<file path="src/rtl/assert_macros.svh">
`ifndef ASSERT_MACROS_SVH
`define ASSERT_MACROS_SVH

// Concurrent check on the rising edge of aclk, quiet while reset is applied.
`define TCL_ASSERT(lbl, prop, msg) \
    lbl: assert property (@(posedge aclk) disable iff (!aresetn) (prop)) else $error(msg);

// Same check, also evaluated during reset.
`define TCL_ASSERT_ALWAYS(lbl, prop, msg) \
    lbl: assert property (@(posedge aclk) (prop)) else $error(msg);

`endif

</file>
<file path="src/rtl/tclux_pkg.sv">
package tclux_pkg;

    localparam int COUNT_BITS        = 16;
    localparam int POWER_TABLE_STEPS = 32;
    localparam int TWO_STEPS         = 2 * POWER_TABLE_STEPS;

    // Ratio quotient: 16 fraction bits plus one integer bit.
    localparam int QW      = 17;
    localparam int DIV_SP  = 4;
    localparam int DIV_STG = (QW + DIV_SP - 1) / DIV_SP;

    localparam int SH_W      = 3;
    localparam int SCALE_MAX = 4;
    localparam int S_W       = COUNT_BITS + SCALE_MAX;
    localparam int LUX_W     = 19;
    localparam int TAB_W     = 17;
    localparam int IDX_W     = $clog2(POWER_TABLE_STEPS + 1);
    localparam int P_W       = QW + $clog2(TWO_STEPS + 1);
    localparam int COEF_W    = 12;
    localparam int K_W       = 36;
    localparam int V_W       = 64;

    localparam logic [LUX_W-1:0] LUX_MAX = {LUX_W{1'b1}};

    localparam logic [QW-1:0] R_050 = QW'(32768);
    localparam logic [QW-1:0] R_061 = QW'(39977);
    localparam logic [QW-1:0] R_080 = QW'(52429);
    localparam logic [QW-1:0] R_130 = QW'(85197);

    localparam logic [COEF_W-1:0] C_B1_A = COEF_W'(1992);
    localparam logic [COEF_W-1:0] C_B1_B = COEF_W'(4063);
    localparam logic [COEF_W-1:0] C_B2_A = COEF_W'(1468);
    localparam logic [COEF_W-1:0] C_B2_B = COEF_W'(2032);
    localparam logic [COEF_W-1:0] C_B3_A = COEF_W'(839);
    localparam logic [COEF_W-1:0] C_B3_B = COEF_W'(1003);
    localparam logic [COEF_W-1:0] C_B4_A = COEF_W'(96);
    localparam logic [COEF_W-1:0] C_B4_B = COEF_W'(73);

    localparam logic [SH_W-1:0] SCALE_RESET = SH_W'(4);

    typedef enum logic [2:0] {
        BAND_NONE = 3'd0,
        BAND_1    = 3'd1,
        BAND_2    = 3'd2,
        BAND_3    = 3'd3,
        BAND_4    = 3'd4,
        BAND_HIGH = 3'd5
    } band_t;

    typedef struct packed {
        logic [COUNT_BITS-1:0] c0;
        logic [COUNT_BITS-1:0] c1;
        logic [COUNT_BITS-1:0] rem;
        logic [QW-1:0]         q;
        logic                  zero;
        logic                  ovf;
        logic [SH_W-1:0]       sh;
    } div_t;

    typedef logic [TAB_W-1:0] pow_tab_t [POWER_TABLE_STEPS + 1];

    // Entry k is the largest Y with Y^5 * D^7 <= k^7 * 2^80, D = 2 * steps.
    function automatic pow_tab_t build_pow_tab();
        pow_tab_t     t;
        logic [191:0] rhs;
        logic [191:0] lhs;
        int unsigned  lo;
        int unsigned  hi;
        int unsigned  mid;
        for (int k = 0; k <= POWER_TABLE_STEPS; k++) begin
            rhs = 192'd1;
            for (int e = 0; e < 7; e++) rhs = rhs * 192'(k);
            rhs = rhs << 80;
            lo = 0;
            hi = 65536;
            for (int it = 0; it < 20; it++) begin
                if (lo < hi) begin
                    mid = (lo + hi + 1) / 2;
                    lhs = 192'd1;
                    for (int e = 0; e < 5; e++) lhs = lhs * 192'(mid);
                    for (int e = 0; e < 7; e++) lhs = lhs * 192'(TWO_STEPS);
                    if (lhs <= rhs) lo = mid;
                    else hi = mid - 1;
                end
            end
            t[k] = TAB_W'(lo);
        end
        return t;
    endfunction

    localparam pow_tab_t POW_TAB = build_pow_tab();

endpackage

</file>
<file path="src/rtl/two_channel_lux_calculator.sv">
// Channel | Direction | Contents
// s_      | in        | tdata: broadband_count[15:0], infrared_count[31:16]
// m_      | out       | tdata: lux_sixteenths[18:0]; tuser: ratio_band[2:0]
// apb     | in/out    | scale_shift at byte address 0
//
// One beat can enter every cycle unless a stall at the output has filled the pipeline.
// The ratio divider forms up to four quotient bits per stage.
// Reset clears all valid bits and loads scale_shift with 4.
// Each stage advances when it is empty or the stage after it advances, so
// bubbles close up under a stall and nothing is lost or repeated.
`include "assert_macros.svh"

module two_channel_lux_calculator (
    input  logic        aclk,
    input  logic        aresetn,
    input  logic        s_tvalid,
    output logic        s_tready,
    // broadband_count [15:0], infrared_count [31:16]
    input  logic [31:0] s_tdata,
    output logic        m_tvalid,
    input  logic        m_tready,
    // lux_sixteenths [18:0], zero padding [23:19]
    output logic [23:0] m_tdata,
    // ratio_band [2:0]
    output logic [2:0]  m_tuser,
    input  logic        psel,
    input  logic        penable,
    input  logic        pwrite,
    input  logic [2:0]  paddr,
    input  logic [31:0] pwdata,
    output logic [31:0] prdata,
    output logic        pready
);

    localparam int CB = tclux_pkg::COUNT_BITS;
    localparam int NS = tclux_pkg::DIV_STG;

    // Configuration register.
    logic [tclux_pkg::SH_W-1:0] scale_reg;

    assign pready = 1'b1;

    always_ff @(posedge aclk) begin
        if (!aresetn) begin
            scale_reg <= tclux_pkg::SCALE_RESET;
        end else if (psel && penable && pwrite && pready && !paddr[2]) begin
            scale_reg <= pwdata[tclux_pkg::SH_W-1:0];
        end
    end

    always_comb begin
        prdata = '0;
        if (!paddr[2]) prdata = {{(32 - tclux_pkg::SH_W){1'b0}}, scale_reg};
    end

    // Stage enables, from the output back to the input.
    logic          en_out;
    logic          en_p3;
    logic          en_p2;
    logic          en_p1;
    logic [NS-1:0] div_en;

    logic          out_v_reg;
    logic          p3_v_reg;
    logic          p2_v_reg;
    logic          p1_v_reg;
    logic [NS-1:0] dv_reg;

    always_comb begin
        en_out = !out_v_reg || m_tready;
        en_p3  = !p3_v_reg || en_out;
        en_p2  = !p2_v_reg || en_p3;
        en_p1  = !p1_v_reg || en_p2;
        for (int s = NS - 1; s >= 0; s--) begin
            if (s == NS - 1) div_en[s] = !dv_reg[s] || en_p1;
            else div_en[s] = !dv_reg[s] || div_en[s + 1];
        end
    end

    assign s_tready = div_en[0];

    // Restoring divider: the remainder stays below the divisor except when ovf is set.
    function automatic tclux_pkg::div_t div_steps(input int stg, input tclux_pkg::div_t d);
        tclux_pkg::div_t r;
        logic [CB:0]     t;
        int              g;
        r = d;
        for (int j = 0; j < tclux_pkg::DIV_SP; j++) begin
            g = stg * tclux_pkg::DIV_SP + j;
            if (g < tclux_pkg::QW) begin
                t = {r.rem, (g == 0) ? r.c1[0] : 1'b0};
                if (t >= {1'b0, r.c0}) begin
                    t     = t - {1'b0, r.c0};
                    r.rem = t[CB-1:0];
                    r.q   = {r.q[tclux_pkg::QW-2:0], 1'b1};
                end else begin
                    r.rem = t[CB-1:0];
                    r.q   = {r.q[tclux_pkg::QW-2:0], 1'b0};
                end
            end
        end
        return r;
    endfunction

    tclux_pkg::div_t dd_reg [NS];
    tclux_pkg::div_t div_in [NS];

    always_comb begin
        for (int s = 0; s < NS; s++) begin
            if (s == 0) begin
                div_in[s].c0   = s_tdata[CB-1:0];
                div_in[s].c1   = s_tdata[16 +: CB];
                div_in[s].rem  = {1'b0, s_tdata[16 + 1 +: CB - 1]};
                div_in[s].q    = '0;
                div_in[s].zero = (s_tdata[CB-1:0] == '0) || (s_tdata[16 +: CB] == '0);
                div_in[s].ovf  = {1'b0, s_tdata[16 +: CB]} >= {s_tdata[CB-1:0], 1'b0};
                div_in[s].sh   = (scale_reg > tclux_pkg::SH_W'(tclux_pkg::SCALE_MAX))
                               ? tclux_pkg::SH_W'(tclux_pkg::SCALE_MAX) : scale_reg;
            end else begin
                div_in[s] = dd_reg[s - 1];
            end
        end
    end

    always_ff @(posedge aclk) begin
        for (int s = 0; s < NS; s++) begin
            if (div_en[s]) dd_reg[s] <= div_steps(s, div_in[s]);
        end
    end

    always_ff @(posedge aclk) begin
        if (!aresetn) begin
            dv_reg <= '0;
        end else begin
            for (int s = 0; s < NS; s++) begin
                if (div_en[s]) dv_reg[s] <= (s == 0) ? s_tvalid : dv_reg[s - 1];
            end
        end
    end

    // Stage 1: band choice and table lookup.
    tclux_pkg::div_t             dlast;
    logic [tclux_pkg::P_W-1:0]   pos;
    logic [tclux_pkg::P_W-17:0]  seg;
    logic                        seg_last;
    logic [tclux_pkg::IDX_W-1:0] seg_idx;
    logic [tclux_pkg::TAB_W-1:0] tab_lo;
    logic [tclux_pkg::TAB_W-1:0] tab_hi;
    tclux_pkg::band_t            band_c;

    assign dlast    = dd_reg[NS - 1];
    assign pos      = tclux_pkg::P_W'(dlast.q) * tclux_pkg::P_W'(tclux_pkg::TWO_STEPS);
    assign seg      = pos[tclux_pkg::P_W-1:16];
    assign seg_last = seg >= (tclux_pkg::P_W - 16)'(tclux_pkg::POWER_TABLE_STEPS);
    assign seg_idx  = seg_last ? '0 : seg[tclux_pkg::IDX_W-1:0];
    assign tab_lo   = tclux_pkg::POW_TAB[seg_idx];
    assign tab_hi   = tclux_pkg::POW_TAB[seg_idx + 1'b1];

    always_comb begin
        if (dlast.zero) band_c = tclux_pkg::BAND_NONE;
        else if (dlast.ovf || dlast.q > tclux_pkg::R_130) band_c = tclux_pkg::BAND_HIGH;
        else if (dlast.q <= tclux_pkg::R_050) band_c = tclux_pkg::BAND_1;
        else if (dlast.q <= tclux_pkg::R_061) band_c = tclux_pkg::BAND_2;
        else if (dlast.q <= tclux_pkg::R_080) band_c = tclux_pkg::BAND_3;
        else band_c = tclux_pkg::BAND_4;
    end

    tclux_pkg::band_t            p1_band_reg;
    logic [tclux_pkg::TAB_W-1:0] p1_lo_reg;
    logic [tclux_pkg::TAB_W+15:0] p1_prod_reg;
    logic                        p1_last_reg;
    logic [tclux_pkg::S_W-1:0]   p1_s0_reg;
    logic [tclux_pkg::S_W-1:0]   p1_s1_reg;

    always_ff @(posedge aclk) begin
        if (en_p1) begin
            p1_band_reg <= band_c;
            p1_lo_reg   <= tab_lo;
            p1_prod_reg <= (tclux_pkg::TAB_W + 16)'(tab_hi - tab_lo)
                         * (tclux_pkg::TAB_W + 16)'(pos[15:0]);
            p1_last_reg <= seg_last;
            p1_s0_reg   <= tclux_pkg::S_W'(dlast.c0) << dlast.sh;
            p1_s1_reg   <= tclux_pkg::S_W'(dlast.c1) << dlast.sh;
        end
    end

    // Stage 2: power term and coefficient products.
    logic [tclux_pkg::TAB_W-1:0]  pw;
    logic [tclux_pkg::COEF_W-1:0] coef_a;
    logic [tclux_pkg::COEF_W-1:0] coef_b;

    assign pw = p1_last_reg ? tclux_pkg::POW_TAB[tclux_pkg::POWER_TABLE_STEPS]
                            : p1_lo_reg + p1_prod_reg[tclux_pkg::TAB_W+15:16];

    always_comb begin
        case (p1_band_reg)
            tclux_pkg::BAND_2: begin
                coef_a = tclux_pkg::C_B2_A;
                coef_b = tclux_pkg::C_B2_B;
            end
            tclux_pkg::BAND_3: begin
                coef_a = tclux_pkg::C_B3_A;
                coef_b = tclux_pkg::C_B3_B;
            end
            tclux_pkg::BAND_4: begin
                coef_a = tclux_pkg::C_B4_A;
                coef_b = tclux_pkg::C_B4_B;
            end
            default: begin
                coef_a = tclux_pkg::C_B1_A;
                coef_b = tclux_pkg::C_B1_B;
            end
        endcase
    end

    tclux_pkg::band_t               p2_band_reg;
    logic signed [tclux_pkg::K_W-1:0] p2_k_reg;
    logic [31:0]                    p2_m0_reg;
    logic [31:0]                    p2_m1_reg;
    logic [tclux_pkg::S_W-1:0]      p2_s0_reg;

    always_ff @(posedge aclk) begin
        if (en_p2) begin
            p2_band_reg <= p1_band_reg;
            p2_k_reg    <= $signed(tclux_pkg::K_W'(tclux_pkg::C_B1_A) << 16)
                         - $signed(tclux_pkg::K_W'(tclux_pkg::C_B1_B) * tclux_pkg::K_W'(pw));
            p2_m0_reg   <= 32'(coef_a) * 32'(p1_s0_reg);
            p2_m1_reg   <= 32'(coef_b) * 32'(p1_s1_reg);
            p2_s0_reg   <= p1_s0_reg;
        end
    end

    // Stage 3: accumulator in Q32 lux.
    logic signed [32:0] diff_c;

    assign diff_c = $signed({1'b0, p2_m0_reg}) - $signed({1'b0, p2_m1_reg});

    tclux_pkg::band_t                 p3_band_reg;
    logic signed [tclux_pkg::V_W-1:0] p3_acc_reg;

    always_ff @(posedge aclk) begin
        if (en_p3) begin
            p3_band_reg <= p2_band_reg;
            if (p2_band_reg == tclux_pkg::BAND_1) begin
                p3_acc_reg <= tclux_pkg::V_W'(p2_k_reg)
                            * $signed({{(tclux_pkg::V_W - tclux_pkg::S_W){1'b0}}, p2_s0_reg});
            end else begin
                p3_acc_reg <= tclux_pkg::V_W'(diff_c) <<< 16;
            end
        end
    end

    // Output stage: clamp, saturate.
    logic [tclux_pkg::V_W-29:0] acc_q;
    logic [tclux_pkg::LUX_W-1:0] lux_c;

    assign acc_q = p3_acc_reg[tclux_pkg::V_W-1:28];

    always_comb begin
        if (p3_band_reg == tclux_pkg::BAND_NONE || p3_band_reg == tclux_pkg::BAND_HIGH
            || p3_acc_reg <= 0) begin
            lux_c = '0;
        end else if (acc_q > (tclux_pkg::V_W - 28)'(tclux_pkg::LUX_MAX)) begin
            lux_c = tclux_pkg::LUX_MAX;
        end else begin
            lux_c = acc_q[tclux_pkg::LUX_W-1:0];
        end
    end

    logic [tclux_pkg::LUX_W-1:0] out_lux_reg;
    tclux_pkg::band_t            out_band_reg;

    always_ff @(posedge aclk) begin
        if (en_out) begin
            out_lux_reg  <= lux_c;
            out_band_reg <= p3_band_reg;
        end
    end

    always_ff @(posedge aclk) begin
        if (!aresetn) begin
            p1_v_reg  <= 1'b0;
            p2_v_reg  <= 1'b0;
            p3_v_reg  <= 1'b0;
            out_v_reg <= 1'b0;
        end else begin
            if (en_p1) p1_v_reg <= dv_reg[NS - 1];
            if (en_p2) p2_v_reg <= p1_v_reg;
            if (en_p3) p3_v_reg <= p2_v_reg;
            if (en_out) out_v_reg <= p3_v_reg;
        end
    end

    assign m_tvalid = out_v_reg;
    assign m_tdata  = {{(24 - tclux_pkg::LUX_W){1'b0}}, out_lux_reg};
    assign m_tuser  = out_band_reg;

    `TCL_ASSERT(a_band_range, m_tvalid |-> m_tuser <= 3'd5, "ratio band out of range")
    `TCL_ASSERT(a_no_lux_out_of_band,
        m_tvalid && (m_tuser == 3'd0 || m_tuser == 3'd5) |-> m_tdata == 24'd0,
        "lux given for a zero or high ratio band")
    `TCL_ASSERT_ALWAYS(a_stall_only_when_full,
        !s_tready |-> m_tvalid && !m_tready,
        "input stalled while the output is free")

endmodule
</file>
<file path="config.mk">
export PLATFORM = sky130hd
export DESIGN_NAME = two_channel_lux_calculator
export DESIGN_NICKNAME = d
export VERILOG_FILES = /design/src/rtl/tclux_pkg.sv /design/src/rtl/two_channel_lux_calculator.sv
export VERILOG_INCLUDE_DIRS = /design/src /design/src/rtl
export SDC_FILE = /design/constraint.sdc
export NUM_CORES = 2
export LEC_CHECK = 0
export BUFFER_PORTS_ARGS = -buffer_cell sky130_fd_sc_hd__clkbuf_2
export CAP_MARGIN = 15
export CORE_UTILIZATION = 25
export DETAILED_ROUTE_END_ITERATION = 10
export SYNTH_ARGS = -nofsm -noshare
export SYNTH_HDL_FRONTEND = slang
export SYNTH_SLANG_ARGS = --single-unit
</file>
<file path="constraint.sdc">
create_clock -name aclk -period 33.4 [get_ports aclk]
set_input_delay 0 -clock aclk [delete_from_list [all_inputs] [get_ports aclk]]
set_output_delay 0 -clock aclk [all_outputs]
set_load 0.1 [all_outputs]
</file>
# ---- Word-level counts from Yosys, hierarchy flattened
# Memory sizes are Yosys's and may differ from the RTL's.
# Cells that the tools add are included.
# W data, S select, Z words.
dict set report totals {
  reg_bits 306
  mem_bits_rw 350
  rom_bits 2176
  input_bits 74
  out_inout_bits 62
  elab_cells 184
  mem_count 3
}
# memory words width rd rd_ports_with_merged_regs wr line_no
set mem_list {}
lappend mem_list {{(no name shown)} 64 17 1 0 0 two_channel_lux_calculator.sv:157} ;# assign tab_hi = tclux_pkg::POW_TAB[seg_idx + 1'b1];
lappend mem_list {{(no name shown)} 64 17 1 0 0 two_channel_lux_calculator.sv:156} ;# assign tab_lo = tclux_pkg::POW_TAB[seg_idx];
lappend mem_list {dd_reg 5 70 5 0 5 two_channel_lux_calculator.sv:105} ;# tclux_pkg::div_t dd_reg [NS];
dict set report op_classes {
  n_addsub 22
  n_mul 5
  n_lt_le_gt_ge 28
  eq_ne 5
  shift 2
  mux 60
  bitwise 2
  reduce_logical 30
}
# cell n
set ops {}
lappend ops {{$mux W33} 34}
lappend ops {{$ge A17 B16 Y1} 16}
lappend ops {{$sub A16 B16 Y16} 17}
lappend ops {{$mux W17} 5}
lappend ops {{$le A64 B1 Y1 const B} 1}
lappend ops {{$mul A12 B20 Y32} 2}
lappend ops {{$mux W64} 1}
lappend ops {{$le A17 B16 Y1 const B} 3}
lappend ops {{$mul A30 B21 Y51} 1}
lappend ops {{$shl A16 B3 Y20} 2}
lappend ops {{$gt A36 B19 Y1 const B} 1}
lappend ops {{$pmux W12 S3} 1}
lappend ops {{$mul A33 B10 Y27} 1}
lappend ops {{$pmux W11 S3} 1}
lappend ops {{$sub A32 B32 Y33} 1}
lappend ops {{$logic_not A16 Y1} 2}
lappend ops {{$sub A27 B29 Y30 const A} 1}
lappend ops {{$mul A12 B17 Y29 const A} 1}
lappend ops {{$mux W19} 1}
lappend ops {{$mux W3} 6}
lappend ops {{$sub A17 B17 Y18} 1}
lappend ops {{$add A17 B17 Y17} 1}
lappend ops {{$ge A16 B17 Y1} 1}
lappend ops {{$gt A17 B17 Y1 const B} 1}
lappend ops {{16 further kinds} 52}

# ---- Depth between registers and ports, before layout
dict set report depth {
  word_depth 20
  mapped_depth 49
  mapped_depth_nobuf 43
}

# ---- Worst setup path before layout
# Ideal clock, no wire load.
dict set report synth_timing {
  path_kind {in2reg}
  from {input s_tdata[16]}
  to {memory dd_reg[0][29] (netlist name) (data pin)}
  setup_time_ns 0.262
  t_arrival_ns 10.378
  required_ns 33.138
  setup_slack_ns 22.760
  stages 48
  path_buffers 5
  cell_sequence {inv_1 ha_1 inv_1 fa_1 a211oi_2 o21bai_1 a2111o_1 o2111a_1 o31ai_4 buf_2 clkbuf_1 nor2_1 a21oi_1 inv_1 ha_1 nor2b_1 o31a_1 o31ai_1 [... 12 more ...] o211ai_1 o41ai_1 o211a_1 nand3_4 buf_2 mux2_1 ha_1 o21ai_0 a21oi_1 o41ai_1 o2111ai_1 a31o_2 a41o_1 a21oi_1 o21ai_0 a211oi_4 buf_6 mux2_1}
}
# element line_no
set synth_lines {}
lappend synth_lines {{from (decl)} two_channel_lux_calculator.sv:19} ;# input logic [31:0] s_tdata,
lappend synth_lines {{to (decl)} two_channel_lux_calculator.sv:105}

==> results.yml <==
floorplan:
  dieArea_um2: 340500
  rows: 213
  io_pins: 136
  die_w_um: 583.5
  die_y_um: 583.5
  start_util_pct: 25.11
  core-area_um2: 336600
min_path:
  holdCritPathClass: "in -> reg"
timing:
  worst_pin_slew_ns: 1.289
  slew_headroom_pct: 14.04
  setup_slack_ns: 20.61
  max_freq_mhz: 78.17
  setup_viol: 0
  drv_slew: 0
  hold_slack_ns: 0.08452
  tns_ns: 0
  worst_clock_skew_ns: 0.06355
  rsz0062_at_grt: "no"
  finalHoldViolCount: 0
  period_share_pct: 38.30
  fin_crit_ns: 12.79
detailed_routing:
  antenna_left: 0
  avgRoutedWirePerCell_um: 15.59
  vias: 59210
  finalWirelength_mm: 205.9
  drtIter0Drc: 4592
  dr.pass1.iters: 6
  vias_per_cell: 4.482
  drc_errors: 0
placed_design:
  dpl_worst_slack_ns: 20.83
  numPortBuffers: 69
  gp_congestion: 0.8851
  hpwlAfterDp_mm: 165.5
layout:
  area.growth.synth_to_final_pct: 9.634
  drive_gt1_share_pct: 5.834
  largest_reg_flops: 306
  nFillCells: 35550
  finalNetCount: 10690
  fin_util_pct: 27.53
yosys:
  synth_cell_types: 98
  yosys_warnings: 0
  synth-seq-area-share_pct: 20.71
  synth_area_um2: 84530
  netlist_instances: 8658
  synthFlopType: "edfxtp_1"
  synth-seq-cells: 587
  synth_edf_count: 575
  async_flop_share_pct: 0
  avgSynthCellArea_um2: 9.763
clock_tree:
  cts.path.max_buffers: 3
  cts_resized: 0
  clk_root_buffer_cell: "clkbuf_16"
  htreeDepth: 3
  clk_pin_slew_ns: 0.06
  clock_sinks: 587
  insertion_delay_ns: 0.68
  numCtsBuffers: 67
  cts_tree: "built"
critical_path:
  crit_start: "s_tdata[0]"
  timing.rr.end: "dd_reg[0][101]"
  end_kind: "flop"
  cp_slowest_cell: "a211oi_4"
  rr_worst_depth: 42
  critPathArrivalTime_ns: 13.21
  r2r-start: "dd_reg[0][55]"
  endpoint: "dd_reg[0][23]"
  path_max_fanout: 21
  start_kind: "primary input"
  crit_required_ns: 33.82
  slowest_delay_ns: 0.88
  critPathKind: "in -> reg"
  r2r_slack_ns: 20.75
global_routing:
  grt_pass1_wl_mm: 334.3
  grt_overflow: 0
  antenna_found_initial: 10
  grt_usage_pct: 12.16
  grt_max_degree: 77
  grt_pass1_vias: 60770
job:
  cap_violations: 0
status:
  status: "complete, no violations"
placed cells by master (no fill, tap or decap), types with 31 or more instances in the layout:
master,synthesis,layout
a211oi_1,38,38
a21o_1,185,185
a21oi_1,380,380
a31oi_1,46,46
and2_1,457,457
and3_1,89,89
buf_4,36,74
clkbuf_16,0,68
clkbuf_2,0,69
conb_1,2,35
dlygate4sd3_1,0,45
edfxtp_1,575,575
fa_1,1207,1207
ha_1,771,771
inv_1,1531,1527
mux2_2,160,160
mux2i_1,69,69
nand2_1,822,818
nand2b_1,70,69
nand3_1,94,93
nand4_1,53,53
nor2_1,335,335
nor2b_1,113,112
nor3_1,82,81
nor4_1,35,35
o211ai_1,38,38
o21a_1,93,93
o21ai_0,253,253
o21bai_1,56,56
or2_2,31,31
or3_1,37,37
xnor2_1,259,259
xor2_1,140,140
per-stage QoR:
step | area (um^2) | std cells
final | 92680 | 13210
after detailed placement | 89910 | 13040
after CTS | 92660 | 13210
after floorplan | 84660 | 8691
after global placement | 89910 | 13040
after global routing | 92670 | 13210
repair_timing:
action,CTS,global route
buffers inserted,0,0
hold endpoints to repair,46,0
hold buffers,45,0
critical path, delay by kind of cell:
family	cells	cell delay, ns
AO/OA/AOI/OAI	26	7.42
adder cells (fa/ha/maj)	5	1.70
buffers and inverters	6	1.60
multiplexers	3	1.20
AND/OR/NAND/NOR	5	1.26
how the worst min path moves through the flow:
stage	from	to	slack, ns	cells after the start
floorplan	s_tdata[16]	dd_reg[0][38]	0.1	0
CTS	s_tdata[3]	dd_reg[0][57]	0.03	2
global placement	pwdata[2]	scale_reg[2]	0.22	3
detailed placement	s_tdata[3]	dd_reg[0][57]	0.22	1
finish	s_tdata[2]	dd_reg[0][56]	0.08	2
global route	s_tdata[2]	dd_reg[0][56]	0.04	2
layout make-up:
type	count	area, um^2	share of cell area [%]
multi-input combinational	6254	60080	64.83
sequential	587	17510	18.89
inverter	1537	5773	6.229
tap	4515	5649	6.096
clock buffer	79	1743	1.881
timing repair buffer	188	1351	1.458
clock inverter	45	559.3	0.6035
antenna	6	15.01	0.01620
cell families after synthesis:
| kind of cell | count (synthesis) | share of synthesized area, % |
|---|---|---|
| and+or+nand+nor | 2279 | 13.36 |
| adders and majority gates | 1978 | 40.00 |
| buffers and inverters | 1850 | 8.400 |
| AOI/OAI and AO/OA | 1318 | 10.17 |
| DFF | 587 | 20.71 |
| xor gates and xnor gates | 399 | 4.134 |
| muxes | 245 | 3.219 |
| other | 2 | 0.008884 |
cell usage after synthesis, drive strengths merged (13+ instances only):
master	instances	share of area (%)
xnor2	259	2.7
o21a	93	0.83
ha	771	11
xor2	140	1.5
clkbuf	256	1.1
o31ai	31	0.29
a21oi	381	2.3
nand2b	70	0.52
o211ai	39	0.35
mux2i	69	0.82
nand4	53	0.39
or2	31	0.23
o21ai	256	1.5
a21o	185	1.6
or3	37	0.27
a2111oi	13	0.13
nor3	82	0.49
and2	457	3.4
buf	57	0.44
nor2	335	1.5
a211oi	40	0.38
nor4	36	0.27
nand3	96	0.59
fa	1207	29
inv	1535	6.8
nand2	822	3.7
and3	89	0.66
edfxtp	575	20
o31a	15	0.16
nor2b	113	0.84
o21bai	56	0.50
a31oi	46	0.34
a211o	19	0.20
mux2	174	2.3
layer usage:
layer	track usage (%)	share of wire [%]	wire, um	vias up
li1	-	-	-	28240
met1	17.41	47	97740	29310
met2	19.42	45	92540	1432
met3	1.749	5.7	11670	227
met4	2.425	1.9	3981	0
met5	0	0	0	-
Power is left out: the tool's default activity adds up to more than one toggle a clock period on the data nets, which glitch-free logic cannot reach.
